**src/rtl/core/mq_ram.sv**
```systemverilog
// Generic single-write, single-read RAM with a registered read port.
// No dependencies.
`default_nettype none

module mq_ram #(
    parameter int WIDTH = 8,
    parameter int DEPTH = 16
) (
    input  wire logic                     clk,
    input  wire logic                     we,
    input  wire logic [$clog2(DEPTH)-1:0] waddr,
    input  wire logic [WIDTH-1:0]         wdata,
    input  wire logic [$clog2(DEPTH)-1:0] raddr,
    output logic      [WIDTH-1:0]         rdata
);
    logic [WIDTH-1:0] mem [DEPTH];

    always_ff @(posedge clk)
    begin
        if (we)
        begin
            mem[waddr] <= wdata;
        end
        rdata <= mem[raddr];
    end
endmodule

`default_nettype wire

```
**config.mk**
```make
export PLATFORM = sky130hd
export DESIGN_NAME = mq_ram
export DESIGN_NICKNAME = d
export VERILOG_FILES = /design/src/rtl/core/mq_ram.sv
export SDC_FILE = /design/constraint.sdc
export NUM_CORES = 1
export LEC_CHECK = 0
export BUFFER_PORTS_ARGS = -buffer_cell sky130_fd_sc_hd__buf_2
export CORE_ASPECT_RATIO = 1.5
export CORE_MARGIN = 5
export CORE_UTILIZATION = 50
export DETAILED_ROUTE_END_ITERATION = 8
export GPL_ROUTABILITY_DRIVEN = 0
export PLACE_DENSITY_LB_ADDON = 0.15
export SYNTH_ARGS = -nofsm -noshare
export SYNTH_HDL_FRONTEND = slang
export SYNTH_SLANG_ARGS = --single-unit
```
**constraint.sdc**
```tcl
create_clock -name clk -period 2.54 [get_ports clk]
set_input_delay 0.635 -clock clk [delete_from_list [all_inputs] [get_ports clk]]
set_output_delay 0.635 -clock clk [all_outputs]
set_load 0.02 [all_outputs]
```
==> flow_summary.toml <==
[placed_design]
placed_area_um2 = 5510
dp_hpwl_um = 6190
place_ws_ps = 429
io_buffers = 25

[clock_tree]
cts.clk_slew.worst_paths_ps = 50
ctsResizeCount = 0
cts_setup_buffers = 0
clock-root-buffer = "clkbuf_16"
clock_sinks = 136
cts_tree = "yes"
clk_latency_ps = 400
htreeDepth = 4
postCtsHoldBufs = 0
cts_buffers = 17
clockBufferDepth = 2

[run_status]
status = "complete, no violations"

[logic_synthesis]
synthFlopType = "edfxtp_1"
synth_cells = 229
syn_area_per_cell_um2 = 22.5
synth_nets = 247
async_flop_share_pct = 0
synth_top_area_share_pct = 74.7
ys_top_cells_by_area = "edfxtp_1 75%, mux4_2 7.9%, mux4_1 7.1%, dfxtp_1 3.1%, a22oi_1 2.3%"
ys_warn_count = 0
synth_top_cell_by_area = "edfxtp_1"
ys_ff_latch = 136
synthTopCellsByCount = "128 x edfxtp_1, 18 x mux4_2, 16 x a22oi_1"
ys_seq_area_share_pct = 77.8
netlist-cell-type-count = 19
syn_area_um2 = 5150
synth_most_common_cell = "edfxtp_1"
synth_edf_count = 128

[floorplanning]
fp-row-count = 45
die_area_um2 = 12500
die_x_um = 92.8
die_h_um = 134
core_area_um2 = 10100
num_io_pins = 26
start_util_pct = 51.1

[job]
cap_violations = 0

[sta]
finClkSkew_ps = 4.13
worst_slew_pin_slew_ps = 441
setup_viol = 0
period_share_pct = 65.6
period_minus_slack_ps = 1670
slew-limit-headroom_pct = 70.6
hold_viol_final = 0
whs_ps = 610
tns_ps = 0
rsz0062_at_grt = "no"
drv_slew = 0
final.setup.worst_slack_ps = 873
max_freq_mhz = 600

[setup_path]
worst_path_largest_cell_delay_ps = 370
crit_chain = "buf_2 > buf_4 > mux4_1 > a22oi_1 > nand2_1"
worstPathArrival_ps = 1950
critPathSlowestCell = "buf_2"
cp.required_ps = 2820
rr_worst_depth = 3
critPathKind = "in -> reg"
endpoint_kind = "register"
startpoint_type = "input pin"
cp_max_fo = 17

[cells_and_area]
drive_gt1_share_pct = 31.5
area_growth_pct = 17.8
fin_nets = 303
fin_area_um2 = 6060
nFillCells = 741
final_util_pct = 60.2
diodes = 0

[global_routing]
grt_overflow_total = 0
grt_pass1_wl_um = 14500
grt_usage_pct = 16.6
antenna_found_initial = 0
top_usage_layer = "met2"
grt_pass1_vias = 2474
met2_usage_pct = 26.9
met1_usage_pct = 20.8
grt_max_degree = 33
use_met3_pct = 4.88

[detailed_routing]
first_iter_violations = 144
drc = 0
wl_um = 9280
dr.pass1.iters = 4
wl_per_cell_um = 22.4
antenna_left = 0
vias = 2384
post_drt_via_cell_ratio = 5.74

[worst_hold_path]
hold_class = "in -> reg"
holdPathStages = 1

[power]
power.leakage_uw = 0.00210
p_per_area_nw_per_um2 = 829
vdd_ir_drop_max_v = 0.000528
placed cells by master, fill, tap and decap left out, drive strengths merged:
| cell type | n |
|---|---|
| a22oi | 16 |
| and2b | 1 |
| mux4 | 32 |
| nand2 | 9 |
| edfxtp | 128 |
| nand3b | 2 |
| nor3 | 4 |
| dfxtp | 8 |
| and2 | 1 |
| buf | 47 |
| clkbuf | 20 |
| nor2b | 1 |
| nand2b | 2 |
| or3b | 1 |
| bufinv | 2 |
| clkinv | 10 |
| nor2 | 13 |
| nand3 | 1 |
metal layers:
layer  vias to the layer above  part of all wire [%]
li1                       1084                     -
met1                      1234                    42
met2                        53                    53
met3                        13                   3.9
met4                         0                   1.5
met5                         -                     0
worst max-delay path, delay by kind of cell:
kind | cells | cell delay [ps]
buffers and inverters | 2 | 660
and+or+nand+nor | 1 | 90
AOI/OAI and AO/OA | 1 | 250
muxes | 1 | 300
final timing paths:
kind	slack, ps	startpoint	to
setup / recovery	870	raddr[1]	rdata[4]$_DFF_P_
hold / removal	610	wdata[3]	mem[4][3]$_DFFE_PP_
setup reg to reg	1220	mem[9][4]$_DFFE_PP_	rdata[4]$_DFF_P_
hold reg to reg	660	mem[14][0]$_DFFE_PP_	rdata[0]$_DFF_P_
power breakdown:
group | leakage (uW) | switching (uW) | total, uW | internal, uW
clock network | 0.000282 | 812 | 2260 | 1450
registers | 0.00122 | 13.5 | 2520 | 2510
logic | 0.000591 | 142 | 243 | 101
sequential cells by signal, indices dropped and copies added, names as in the netlist:
| register | count |
|---|---|
| mem | 128 |
| rdata | 8 |
layout make-up:
type                    instances  area [um^2]  area share, %
flip-flops and latches        136         4000           66.0
multi-input cells              83         1060           17.4
clock inverters                12          108           1.77
repair buffers                 47          303           4.99
clock buffers                  20          447           7.37
well taps                     117          146           2.41
cell families (layout without fill, tap and decap cells):
family	count (synthesis)	after routing	synth area share [%]
AOI/OAI and AO/OA	16	16	2.33
and+or+nand+nor	35	35	3.18
buffers and inverters	10	79	1.68
muxes	32	32	15.0
DFF	136	136	77.8
through the flow:
step                total power (uW)  instances
floorplan                       2710        229
global placement                2810        383
detailed placement              2820        383
CTS                             5070        415
global route                    5210        415
finish                          5020        415
Note: power is estimated with default switching activity, not from simulation.
